===== src/rtl/dspbb_pkg.sv =====
// ----------------------------------------------------------------------------
// dspbb_pkg: shared constants and types of the segment pair bitmask builder
// Window geometry, table layout, request codes and the window control and
// status structs.
// ----------------------------------------------------------------------------
`default_nettype none

package dspbb_pkg;

   // Geometry of keys, segments and shifts
   localparam int KEY_LEN   = 6;
   localparam int SEGMENTS  = 16;
   localparam int MAX_SHIFT = 3;
   localparam int ROWS      = 4096;

   localparam int WINDOW    = KEY_LEN * (SEGMENTS + 1) + MAX_SHIFT;
   localparam int LEVELS    = MAX_SHIFT + 1;
   localparam int HALF      = KEY_LEN / 2;

   // Widths of the item fields
   localparam int BASE_W    = 3;
   localparam int ROW_IN_W  = 12;
   localparam int LEVEL_W   = 2;
   localparam int MASK_W    = 16;

   // Derived widths
   localparam int ROW_W     = $clog2(ROWS);
   localparam int PACK_W    = 4 * HALF;
   localparam int ENTRY_W   = LEVELS * SEGMENTS;
   localparam int LAST_OFF  = SEGMENTS * KEY_LEN + MAX_SHIFT;
   localparam int OFF_W     = $clog2(LAST_OFF + 1);
   localparam int CNT_W     = $clog2(WINDOW + 1);

   // Request codes
   localparam logic REQ_PUSH = 1'b0;
   localparam logic REQ_READ = 1'b1;

   typedef logic [BASE_W-1:0]  base_type;
   typedef logic [ROW_W-1:0]   row_type;
   typedef logic [ENTRY_W-1:0] entry_type;

   // Window control from the sequencer
   typedef struct packed {
      logic     push;
      logic     step;
      base_type base;
   } win_ctrl_type;

   // Window status toward the sequencer
   typedef struct packed {
      logic    front_clean;
      logic    shift_clean;
      row_type row;
   } win_stat_type;

endpackage

`default_nettype wire


===== src/rtl/dspbb_window.sv =====
// ----------------------------------------------------------------------------
// dspbb_window: base window and scan line
// Holds the sliding base window and a scan copy that moves one position per
// step, so the shifted key always sits at the scan line's first taps.
// ----------------------------------------------------------------------------
`default_nettype none

module dspbb_window (
   input  wire logic                    clock,
   input  wire dspbb_pkg::win_ctrl_type ctrl,
   output dspbb_pkg::win_stat_type      stat
);
   import dspbb_pkg::*;

   base_type window_ff [WINDOW];
   base_type window_in [WINDOW];
   base_type scan_ff   [WINDOW];
   base_type scan_in   [WINDOW];
   logic [PACK_W-1:0] packed_row;

   // Shift the new base in at the young end; reload or advance the scan line
   always_comb begin
      for (int p = 0; p < WINDOW; p++) begin
         window_in[p] = window_ff[p];
         scan_in[p]   = scan_ff[p];
      end
      if (ctrl.push) begin
         for (int p = 0; p < WINDOW - 1; p++) begin
            window_in[p] = window_ff[p+1];
         end
         window_in[WINDOW-1] = ctrl.base;
         for (int p = 0; p < WINDOW; p++) begin
            scan_in[p] = window_in[p];
         end
      end else if (ctrl.step) begin
         for (int p = 0; p < WINDOW - 1; p++) begin
            scan_in[p] = scan_ff[p+1];
         end
      end
   end

   always_ff @(posedge clock) begin
      for (int p = 0; p < WINDOW; p++) begin
         window_ff[p] <= window_in[p];
         scan_ff[p]   <= scan_in[p];
      end
   end

   // Flag keys holding an unknown base (any code from N up), then pack front
   // halves, first key first, first base most significant
   always_comb begin
      stat.front_clean = 1'b1;
      stat.shift_clean = 1'b1;
      packed_row = '0;
      for (int p = 0; p < KEY_LEN; p++) begin
         if (window_ff[p][2]) stat.front_clean = 1'b0;
         if (scan_ff[p][2])   stat.shift_clean = 1'b0;
      end
      for (int p = 0; p < HALF; p++) begin
         packed_row[PACK_W-1-2*p -: 2] = window_ff[p][1:0];
         packed_row[2*HALF-1-2*p -: 2] = scan_ff[p][1:0];
      end
      stat.row = packed_row[ROW_W-1:0];
   end

endmodule

`default_nettype wire

===== config.mk =====
export PLATFORM = sky130hd
export DESIGN_NAME = dspbb_window
export DESIGN_NICKNAME = d
export VERILOG_FILES = /design/src/rtl/dspbb_pkg.sv /design/src/rtl/dspbb_window.sv
export SDC_FILE = /design/constraint.sdc
export NUM_CORES = 1
export LEC_CHECK = 0
export BUFFER_PORTS_ARGS = -buffer_cell sky130_fd_sc_hd__buf_2
export CAP_MARGIN = 20
export CORE_MARGIN = 1.5
export CORE_UTILIZATION = 55
export DETAILED_ROUTE_END_ITERATION = 10
export PLACE_DENSITY = 0.71
export SETUP_SLACK_MARGIN = 0.3
export SLEW_MARGIN = 15
export SYNTH_ARGS = -nofsm -noshare
export SYNTH_HDL_FRONTEND = slang
export SYNTH_SLANG_ARGS = --single-unit

===== constraint.sdc =====
create_clock -name clock -period 5.84 [get_ports clock]
set_clock_uncertainty 0.05 [all_clocks]
set_input_delay 0 -clock clock [delete_from_list [all_inputs] [get_ports clock]]
set_output_delay 0 -clock clock [all_outputs]
set_load 0.05 [all_outputs]

# Yosys cells after proc, flatten, opt, wreduce, memory -nomap -nowiden

Memory sizes are Yosys's and may differ from the RTL's.
Index checks and enable logic that the tools add are counted.

Multiplexer cells: 16

Operator list:

| operator  | count |
|---|---|
| $mux W312 | 2 |
| $mux W315 | 1 |
| $mux W1   | 12 |
| $mux W3   | 1 |

Memories kept: 2
Logic and storage cells: 18
Register bits: 0
Input port bits: 6
Output and inout bits: 14
RAM bits: 630

Memories:

| memory    | words | width | read ports | clocked after memory_dff | write ports | RTL line           | text |
|---|---|---|---|---|---|---|---|
| scan_ff   | 105   | 3     | 105        | 0                        | 105         | dspbb_window.sv:17 | `base_type scan_ff [WINDOW];` |
| window_ff | 105   | 3     | 105        | 0                        | 105         | dspbb_window.sv:15 | `base_type window_ff [WINDOW];` |

# Depth between registers and ports, before layout

Gate-level depths: netlist of the first run.

Word-level depth: 6
Gate-level depth with buffers: 3
Depth with buffers taken out: 2

# Worst setup path before layout of the first run

No wires, ideal clock.

Path type: in2reg
Start point: input port ctrl[4] (netlist bit)
End point: memory scan_ff[0][0] (netlist bit) (enable)
Arrival: 4.032 ns
Setup time: 0.545 ns
Required time: 5.245 ns
Cell stages on the path: 3
Path buffers: 2
Path slack: 1.213 ns
Cell sequence: buf_6 buf_6 or2_2

RTL lines:

| what               | RTL line           | text |
|---|---|---|
| start: declaration | dspbb_window.sv:10 | `input wire dspbb_pkg::win_ctrl_type ctrl,` |
| end: declaration   | dspbb_window.sv:17 |  |

==> Flow_metrics.wiki, run 1 <==
{| class="wikitable"
! Metric !! Value
|-
| WL/cell || 16.7 microns
|-
| Synthesis-stage register bit count || 627
|-
| Area fraction in compound gates after synthesis || 0
|-
| CP Launch Type || input port
|-
| Clock sink count || 627
|-
| Reg-to-Reg Start || window_ff[0][70]$_DFFE_PP_
|-
| Routed wire length || 26.9 mm
|-
| Area delta synth->final || 10.1%
|-
| Cell area after synthesis || 22,800 sq um
|-
| Post-synthesis mux area share || 0.153
|-
| Slew margin rel. || 0.314
|-
| Sequential element share of the synthesized area || 0.825
|-
| Post-synthesis average cell area || 23.0 sq um
|-
| Gate count of the mapped netlist || 990
|-
| Drc violations || 0
|-
| Total half-perimeter wirelength after legalization and detailed placement || 12.6 mm
|-
| Fillcell total || 2,787
|-
| Path type of the worst min-delay path || in2reg
|-
| Most common cell after layout, fill and taps aside || edfxtp_1
|-
| Final number of hold-violating endpoints || 0
|-
| Yosys warnings || 0
|-
| Commonest cells after routing, fill and taps aside || edfxtp_1, mux2_2, clkbuf_16
|-
| Die Outline Area || 42,700 sq um
|-
| Pins Over Slew Limit || 0
|-
| Worst setup path class || in2reg
|-
| Max-cap violations || 0
|-
| Starting DRC count in detailed routing || 742
|-
| Final antenna diode count || 0
|-
| Final nets || 1,038
|-
| Initial antenna violation count || 0
|-
| Detailed Routing Iterations Pass 1 || 8
|-
| Fmax || roughly 380 MHz
|-
| Min Clock Period, post-route || 2.66 ns
|-
| Clock input transition at the sequential cells of the worst setup and hold paths || ~0.06 ns
|-
| Leakage power summed over all cells || 0.00854 uW
|-
| Pin count of the biggest net entering global routing || between 150 and 200
|-
| Fin Hold WS || 0.0975 ns
|-
| Number of buffers added on ports || 19
|-
| Die height || 207 microns
|-
| Distinct cell type count after synthesis || 9
|-
| Share of cells above drive strength 1 || 0.390
|-
| PD cells || 382 nW/um^2
|-
| Vias after detailed routing || 8,563
|-
| CTS H-tree depth || 2
|-
| Number of top-level design ports || 20
|-
| Buffer count from post-CTS setup fixing || 0
|-
| Worst setup path start || ctrl[4]
|-
| Number of cell rows || 74
|-
| Via count of the first global-routing pass || 8,283
|-
| First-pass GRT wire length || 43.4 mm
|-
| Post-route clock period utilization || 0.455
|-
| Core area || 40,900 sq um
|-
| Data required, critical path || 5.99 ns
|-
| Number of buffers created by CTS || 58
|-
| Overall track demand over capacity in global routing || 0.126
|-
| Post-DR vias/cell || around 5.3
|-
| XOR/XNOR Fraction of Synth Area || 0
|-
| Die Wd || 207 microns
|-
| Element type at the critical path end || register
|-
| RSZ-0062 raised after global routing || false
|-
| Total global routing overflow || 0
|-
| Max FO, Critical Path || ~130
|-
| Clock network latency to the later pin of the worst-skew pair || 0.58 ns
|-
| Dominant combinational cell family by area after synthesis || multiplexers
|-
| Initial core utilization || 0.558
|-
| Endpoints failing setup || 0
|-
| Mapped Nets || 996
|-
| Post-Synth Adder-Cell Area || 0
|-
| Tightest Pin Transition || 1.03 ns
|-
| Max IR drop VDD || around 0.23 mV
|-
| Launch instance of the worst min-delay path || ctrl[0]
|-
| Arrival @ worst endpoint || 2.81 ns
|-
| Number of antenna-violating nets in the routed design || 0
|-
| CTS tree || done
|-
| Sum Neg Setup Slack || 0 ns
|-
| Clk buf depth || 3
|-
| Fraction of the mapped netlist area in simple logic gates || 0.00137
|-
| Result of the run || completed
|-
| Clock Tree Root || clkbuf_16
|-
| Routability Congestion || 0.657
|}
## per-stage QoR
step / util / cells / cell area, sq um / setup WS, ns / power, uW
final: 0.614 / 1610 / 25100 / 3.18 / 9580
after global routing: 0.614 / 1610 / 25100 / 3.04 / 9950
after CTS: 0.614 / 1610 / 25100 / 3.24 / 9710
after detailed placement: 0.567 / 1500 / 23200 / 3.19 / 6020
after global placement: 0.567 / 1500 / 23200 / 3.23 / 5990
after floorplan: - / 990 / 22800 / 1.21 / 5910
## critical path, stage by stage
cell           delay [ns]
dlygate4sd3_1        0.56
buf_8                0.61
or2_4                0.79
buf_12               0.53
## layout make-up
cell class / count / area [sq um] / area share
clock buffers: 67 / 1510 / 0.0600
well taps: 532 / 666 / 0.0265
clock inverters: 39 / 363 / 0.0144
multi-input cells: 314 / 3510 / 0.140
repair buffers: 31 / 243 / 0.00966
flip-flops and latches: 627 / 18800 / 0.750
## layer usage
metal  vias up  global-route usage  share of wire
li1       4036                   -              -
met1      4370               0.195           0.50
met2       108               0.179           0.45
met3        49              0.0283          0.037
met4         0              0.0406          0.020
met5         -                   0              0
## registers in the layout, indices dropped and copies added (netlist names)
name / count
scan_ff: 312
window_ff: 315
## what timing repair did
| item | in CTS | in global routing |
|---|---|---|
| resized for setup | 0 | 0 |
| hold endpoints to repair | 60 | 0 |
| hold buffers | 4 | 0 |
## path summary, 6_finish.rpt
check	end	slack, ns	depth (start not counted)
max	scan_ff[1][64]$_DFFE_PP_	3.18	4
min	window_ff[1][120]$_DFFE_PP_	0.1	2
max reg2reg	scan_ff[0][67]$_DFFE_PP_	4.81	1
min reg2reg	window_ff[0][186]$_DFFE_PP_	0.38	0
## cells by family (layout without fill, tap and decap cells)
group | count (synthesis) | after routing
DFF | 627 | 627
muxes | 309 | 309
buffers and inverters | 49 | 137
and+or+nand+nor | 5 | 5
## cells in the mapped netlist
cell | n | area (sq um)
edfxtp_1 | 627 | 18800
mux2_2 | 309 | 3480
or2_2 | 1 | 6.26
buf_4 | 12 | 90.1
clkbuf_1 | 3 | 11.3
buf_6 | 33 | 372
nor3_1 | 2 | 10.0
or4_1 | 2 | 15.0
buf_2 | 1 | 5.00
## report_power, final
part	leakage, uW	total (uW)	internal [uW]	switching [uW]
Combinational	0.00137	411	206	205
Sequential	0.00627	5520	5400	120
Clock	0.000905	3660	2110	1540
Power figures use the tool's default switching activity.
==> run 2: changes to the inputs <==
--- a/config.mk
+++ b/config.mk
@@ -5,6 +5,7 @@
 export SDC_FILE = /design/constraint.sdc
 export NUM_CORES = 1
 export LEC_CHECK = 0
+export ABC_AREA = 1
 export BUFFER_PORTS_ARGS = -buffer_cell sky130_fd_sc_hd__buf_2
 export CAP_MARGIN = 20
 export CORE_MARGIN = 1.5
==> constraint.sdc (replaced) <==
create_clock -name clock -period 2.45 [get_ports clock]
set_clock_uncertainty 0.05 [all_clocks]
set_input_delay 0 -clock clock [delete_from_list [all_inputs] [get_ports clock]]
set_output_delay 0 -clock clock [all_outputs]
set_load 0.05 [all_outputs]
==> Flow_metrics.wiki, run 2 <==
{| class="wikitable"
! Metric !! Value
|-
| CTS tree || done
|-
| Net switching power || 4740 uW
|-
| Max IR drop VDD || approximately 0.63 mV
|-
| Worst slack after detailed placement || 0.762 ns
|-
| Share of cells above drive strength 1 || 0.0678
|-
| Fin Hold WS || 0.0673 ns
|-
| Clock input transition at the sequential cells of the worst setup and hold paths || 0.06 ns
|-
| Number of top-level design ports || 20
|-
| Slowest cell delay on critical path || 0.39 ns
|-
| Core area || 40,900 sq um
|-
| Die Wd || between 200 and 250 microns
|-
| Fillcell total || ~3,000
|-
| Number of buffers created by CTS || 60
|-
| Clock sink count || 627
|-
| Sequential element share of the synthesized area || 0.823
|-
| Tightest Pin Transition || 0.809 ns
|-
| Dominant cell type by area after synthesis || edfxtp_1
|-
| Number of cell rows || 74
|-
| Post-synthesis average cell area || about 14 sq um
|-
| Largest registers || window_ff: 315 flops, scan_ff: 312 flops
|-
| Post_cts resized || 0
|-
| Total global routing overflow || 0
|-
| First-pass GRT wire length || 52.0 mm
|-
| Dominant delay contributor by cell family on the critical path || flip-flops
|-
| Die Outline Area || 42,800 sq um
|-
| Total power of the final layout || 22,700 uW
|-
| Clk buf depth || 3
|-
| Endpoints failing setup || 0
|-
| Final antenna diode count || 0
|-
| Initial antenna violation count || 0
|-
| Part of the power in registers || 0.577
|-
| WL/cell || 14.0 microns
|-
| Number of antenna-violating nets in the routed design || 0
|-
| Max-cap violations || 0
|-
| Max reg flops || 315
|-
| Worst setup path class || reg2out
|-
| Most flops, register || window_ff
|-
| Post-DR vias/cell || 5.01
|-
| Series of cell instances along the critical path || or2_2, nor2_1, buf_2
|-
| Yosys warnings || 0
|-
| Final nets || between 1,500 and 2,000
|-
| Gate count of the mapped netlist || roughly 1,700
|-
| Initial core utilization || 0.559
|-
| Path type of the worst min-delay path || in2reg
|-
| Commonest cells after routing, fill and taps aside || nand2_1, edfxtp_1, clkbuf_16
|-
| Leakage power summed over all cells || just over 0.01 uW
|-
| Area delta synth->final || 10.3%
|-
| Most common library cells after synthesis || nand2_1, edfxtp_1, buf_2
|-
| Result of the run || completed
|-
| Max FO, Critical Path || 3
|-
| Count of flip-flops with a built-in enable after synthesis || 627
|-
| Clock network latency to the later pin of the worst-skew pair || roughly 0.61 ns
|-
| Power Internal || 18,000 uW
|-
| Fin worst setup slack || 0.758 ns
|-
| Via count of the first global-routing pass || approximately 11,000
|-
| Distinct cell type count after synthesis || 9
|-
| Detailed Routing Iterations Pass 1 || 5
|-
| Overall track demand over capacity in global routing || 0.152
|-
| Leading post-synthesis cells by cell area || edfxtp_1, nand2_1, buf_2
|-
| Drc violations || 0
|-
| PD cells || about 900 nW/um^2
|-
| Vias after detailed routing || 11,200
|-
| Fmax || 591 MHz
|-
| Pins Over Slew Limit || 0
|-
| Routability Congestion || roughly 0.71
|-
| Element type at the critical path end || output pin
|-
| Routed wire length || 31.5 mm
|-
| Fraction of power spent switching nets || 0.208
|-
| Slew margin rel. || 0.461
|-
| Post-route clock period utilization || 0.691
|-
| Fraction of power consumed by combinational cells || 0.042
|-
| Critical path buffer and inverter count || 1
|-
| Number of buffers added on ports || 19
|-
| Area share of the largest cell type after synthesis || 0.823
|-
| Total half-perimeter wirelength after legalization and detailed placement || between 10 and 15 mm
|-
| Mapped Nets || 1,656
|-
| Arrival @ worst endpoint || approximately 1.6 ns
|-
| Clock Tree Root || clkbuf_16
|-
| Cell area after synthesis || 22,900 sq um
|-
| CTS H-tree depth || 2
|-
| Min Clock Period, post-route || between 1.5 and 2 ns
|-
| Starting DRC count in detailed routing || 984
|-
| Final number of hold-violating endpoints || 0
|-
| Synthesis-stage register bit count || 627
|-
| Proportion of synthesized flip-flops having asynchronous set or reset || 0
|-
| RSZ-0062 raised after global routing || false
|-
| Post-synth top flop || edfxtp_1
|-
| Critical path's slowest cell || edfxtp_1
|-
| Part of the total power dissipated in the clock network || 0.381
|-
| Most common cell after layout, fill and taps aside || nand2_1
|-
| Data required, critical path || 2.40 ns
|-
| Dominant cell by count in the synthesized netlist || nand2_1
|-
| Die height || 207 microns
|-
| Pin count of the biggest net entering global routing || 189
|-
| CP Launch Type || register
|}
## run 2: cell types whose count changed after synthesis, sizes merged
cell,delta
buf,+34
clkbuf,+1
inv,+1
mux2,-309
nand2,+929
nor2,+6
nor3,-2
or2,+2
or4,-2
## run 2: what timing repair did
item,CTS,global route
hold buffers,4,0
buffers inserted,0,0
endpoints found under the hold margin,54,0
## run 2: cell families after synthesis
group | Yosys count | share of synthesized area
flip-flops | 627 | 0.823
buffers and inverters | 85 | 0.0228
AND/OR/NAND/NOR | 938 | 0.154
## run 2: area by class of cell
cell class | count | area (sq um) | area share
Clock buffer | 74 | 1550 | 0.0616
Clock inverter | 36 | 287 | 0.0114
Inverter | 1 | 11.3 | 0.000446
Multi-Input combinational cell | 938 | 3530 | 0.140
Sequential cell | 627 | 18800 | 0.746
Tap cell | 532 | 666 | 0.0264
Timing Repair Buffer | 34 | 353 | 0.0140
## run 2: worst reg2reg max path, cell delays in order (launching register included)
cell and delay (ns):
edfxtp_1 0.45, nand2_1 0.10, nand2_1 0.06
## run 2: power groups by stage
stage               Sequential [uW]  Clock [uW]  Combinational, uW
floorplan                     13300           0                722
global placement              13300           0                925
detailed placement            13300           0                971
CTS                           13100        8890                982
global route                  13200        9300               1120
finish                        13100        8660                961
## run 2: layer usage
layer	part of all wire	track usage	vias up
li1	-	-	5591
met1	0.49	0.227	5420
met2	0.45	0.223	155
met3	0.036	0.0275	59
met4	0.026	0.0614	0
met5	0	0	-
## run 2: path summary, 6_finish.rpt
kind	from	to	slack, ns	depth (start not counted)
setup / recovery	window_ff[0][5]$_DFFE_PP_	stat[13]	0.76	3
hold / removal	ctrl[0]	window_ff[1][120]$_DFFE_PP_	0.07	2
setup reg to reg	window_ff[0][171]$_DFFE_PP_	scan_ff[0][168]$_DFFE_PP_	1.53	2
hold reg to reg	window_ff[1][58]$_DFFE_PP_	window_ff[1][55]$_DFFE_PP_	0.39	0
## run 2: through the flow
step	utilization	TNS (ns)	cell area (sq um)	std cells
5_1_grt	0.616	0	25200	2242
3_3_place_gp	0.571	0	23300	2128
2_1_floorplan	-	-167.34	22900	1650
3_5_place_dp	0.571	0	23300	2128
6_report	0.616	0	25200	2242
4_1_cts	0.616	0	25200	2242
==> run 3: changes to the inputs <==
--- a/config.mk
+++ b/config.mk
@@ -11,7 +11,7 @@
 export CORE_MARGIN = 1.5
 export CORE_UTILIZATION = 55
 export DETAILED_ROUTE_END_ITERATION = 10
-export PLACE_DENSITY = 0.71
+export PLACE_DENSITY = 0.74
 export SETUP_SLACK_MARGIN = 0.3
 export SLEW_MARGIN = 15
 export SYNTH_ARGS = -nofsm -noshare
==> constraint.sdc (replaced) <==
create_clock -name clock -period 1.5 [get_ports clock]
set_clock_uncertainty 0.05 [all_clocks]
set_input_delay 0 -clock clock [delete_from_list [all_inputs] [get_ports clock]]
set_output_delay 0 -clock clock [all_outputs]
set_load 0.05 [all_outputs]
==> Flow_metrics.wiki, run 3 (synthesized netlist as in run 2, its figures left out) <==
{| class="wikitable"
! Metric !! Value
|-
| Result of the run || finished with violations
|-
| Violated checks || negative setup slack
|-
| Final number of hold-violating endpoints || 0
|-
| Total global routing overflow || 0
|-
| First-pass GRT wire length || 55.6 mm
|-
| Clock network latency to the later pin of the worst-skew pair || 0.61 ns
|-
| Post-DR vias/cell || 5.08
|-
| Arrival @ worst endpoint || between 1.5 and 2 ns
|-
| Overall track demand over capacity in global routing || 0.163
|-
| Core area || about 41,000 sq um
|-
| Fin worst setup slack || -0.0686 ns
|-
| Element type at the critical path end || output pin
|-
| Pin count of the biggest net entering global routing || 91
|-
| Vias after detailed routing || 11,600
|-
| Routed wire length || 33.8 mm
|-
| Met3 track utilization from global routing || 0.0316
|-
| Final antenna diode count || 0
|-
| CTS tree || done
|-
| Fillcell total || 2,833
|-
| Worst setup path start || window_ff[0][5]$_DFFE_PP_
|-
| Most flops, register || window_ff
|-
| Fraction of power consumed by combinational cells || 0.048
|-
| Launch instance of the worst min-delay path || ctrl[4]
|-
| Starting DRC count in detailed routing || 956
|-
| Number of buffers created by CTS || 59
|-
| Fin Hold WS || ~0.028 ns
|-
| Worst slack after detailed placement || 0.217 ns
|-
| Area delta synth->final || 13.0%
|-
| Detailed Routing Iterations Pass 1 || 5
|-
| Largest registers || window_ff: 315 flops, scan_ff: 312 flops
|-
| Routability Congestion || 0.702
|-
| Series of cell instances along the critical path || or2_4, nor2_4, buf_8
|-
| Most crowded layer after global routing || met2
|-
| Max IR drop VDD || 0.899 mV
|-
| Number of cell rows || between 70 and 80
|-
| Critical path buffer and inverter count || 1
|-
| Net switching power || 7910 uW
|-
| Fraction of power spent switching nets || 0.213
|-
| Initial antenna violation count || 0
|-
| Total half-perimeter wirelength after legalization and detailed placement || 17.5 mm
|-
| Final nets || 1,712
|-
| Max reg flops || about 320
|-
| Worst setup path class || reg2out
|-
| Data required, critical path || 1.45 ns
|-
| Global-route track usage on met1 || 0.232
|-
| Max-cap violations || 0
|-
| Most common cell after layout, fill and taps aside || nand2_1
|-
| CTS H-tree depth || 2
|-
| Part of the total power dissipated in the clock network || 0.375
|-
| Slowest cell delay on critical path || 0.39 ns
|-
| Max FO, Critical Path || 2
|-
| Slew margin rel. || 0.621
|-
| Die height || ~210 microns
|-
| PD cells || 1440 nW/um^2
|-
| Post-route clock period utilization || 1.05
|-
| Number of top-level design ports || 20
|-
| Reg-to-Reg Start || window_ff[0][5]$_DFFE_PP_
|-
| Die Outline Area || 42,800 sq um
|-
| Initial core utilization || 0.559
|-
| Commonest cells after routing, fill and taps aside || nand2_1, edfxtp_1, clkbuf_16
|-
| WL/cell || approximately 15 microns
|-
| Critical path's slowest cell || edfxtp_1
|-
| RSZ-0062 raised after global routing || true
|-
| Clock input transition at the sequential cells of the worst setup and hold paths || 0.06 ns
|-
| Share of cells above drive strength 1 || 0.0888
|-
| Die Wd || 207 microns
|-
| Fmax || 637 MHz
|-
| Drc violations || 0
|-
| Tightest Pin Transition || about 0.57 ns
|-
| Via count of the first global-routing pass || 11,300
|-
| CP Launch Type || register
|-
| Clk buf depth || 3
|-
| Clock Tree Root || clkbuf_16
|-
| Path type of the worst min-delay path || in2reg
|-
| Clock sink count || around 630
|-
| Min Clock Period, post-route || 1.57 ns
|-
| Leakage power summed over all cells || 0.0105 uW
|-
| Number of antenna-violating nets in the routed design || 0
|-
| Endpoints failing setup || 2
|-
| Pins Over Slew Limit || 0
|-
| Number of buffers added on ports || 19
|-
| Dominant delay contributor by cell family on the critical path || flip-flops
|-
| Part of the power in registers || 0.576
|-
| Power Internal || slightly below 30,000 uW
|-
| Met2 usage in global routing || 0.258
|}
==> run 3: worst paths after layout <==
check                           slack (ns)                    endpoint  cells after the start
worst max-delay path                 -0.07                    stat[13]                      3
worst min-delay path                  0.03  window_ff[1][95]$_DFFE_PP_                      2
worst max register to register        0.43     scan_ff[0][2]$_DFFE_PP_                      4
worst min register to register        0.39   scan_ff[1][118]$_DFFE_PP_                      0
==> run 3: layout make-up <==
type,instances,area (sq um),share of cell area
inverter,1,11.3,0.000436
clock buffer,71,1520,0.0589
tap,532,666,0.0258
multi-input combinational,938,3550,0.137
clock inverter,41,302,0.0117
sequential,627,18800,0.729
timing repair buffer,79,962,0.0372
==> run 3: through the flow <==
| step | TNS [ns] | power [uW] | cell area (sq um) | std cells | utilization |
|---|---|---|---|---|---|
| 2_1_floorplan | -463.74 | 22800 | 22900 | 1650 | - |
| 3_3_place_gp | 0 | 23400 | 23700 | 2153 | 0.579 |
| 3_5_place_dp | 0 | 23500 | 23700 | 2153 | 0.579 |
| 4_1_cts | -2.28 | 37600 | 25800 | 2287 | 0.631 |
| 5_1_grt | -0.250 | 38700 | 25800 | 2289 | 0.631 |
| 6_report | -0.0968 | 37200 | 25800 | 2289 | 0.631 |
==> run 3: power by group through the flow <==
stage	combinational, uW	clock, uW	sequential [uW]
after floorplan	1180	0	21600
after global placement	1620	0	21700
after detailed placement	1710	0	21800
after CTS	1820	14400	21500
after global routing	2050	15000	21600
final	1800	14000	21400
==> run 3: timing repair <==
action / in CTS / in global routing
endpoints found under the hold margin: 113 / 0
resized for setup: 31 / 4
hold buffers: 10 / 0
pin swaps: 2 / 1
endpoints found under the setup margin: 14 / 531
buffers inserted: 12 / 2
==> run 3: routing by layer <==
metal  up-vias  part of all wire
met3        52             0.037
met5         -                 0
met1      5712              0.46
li1       5684                 -
met2       191              0.48
met4         0             0.021
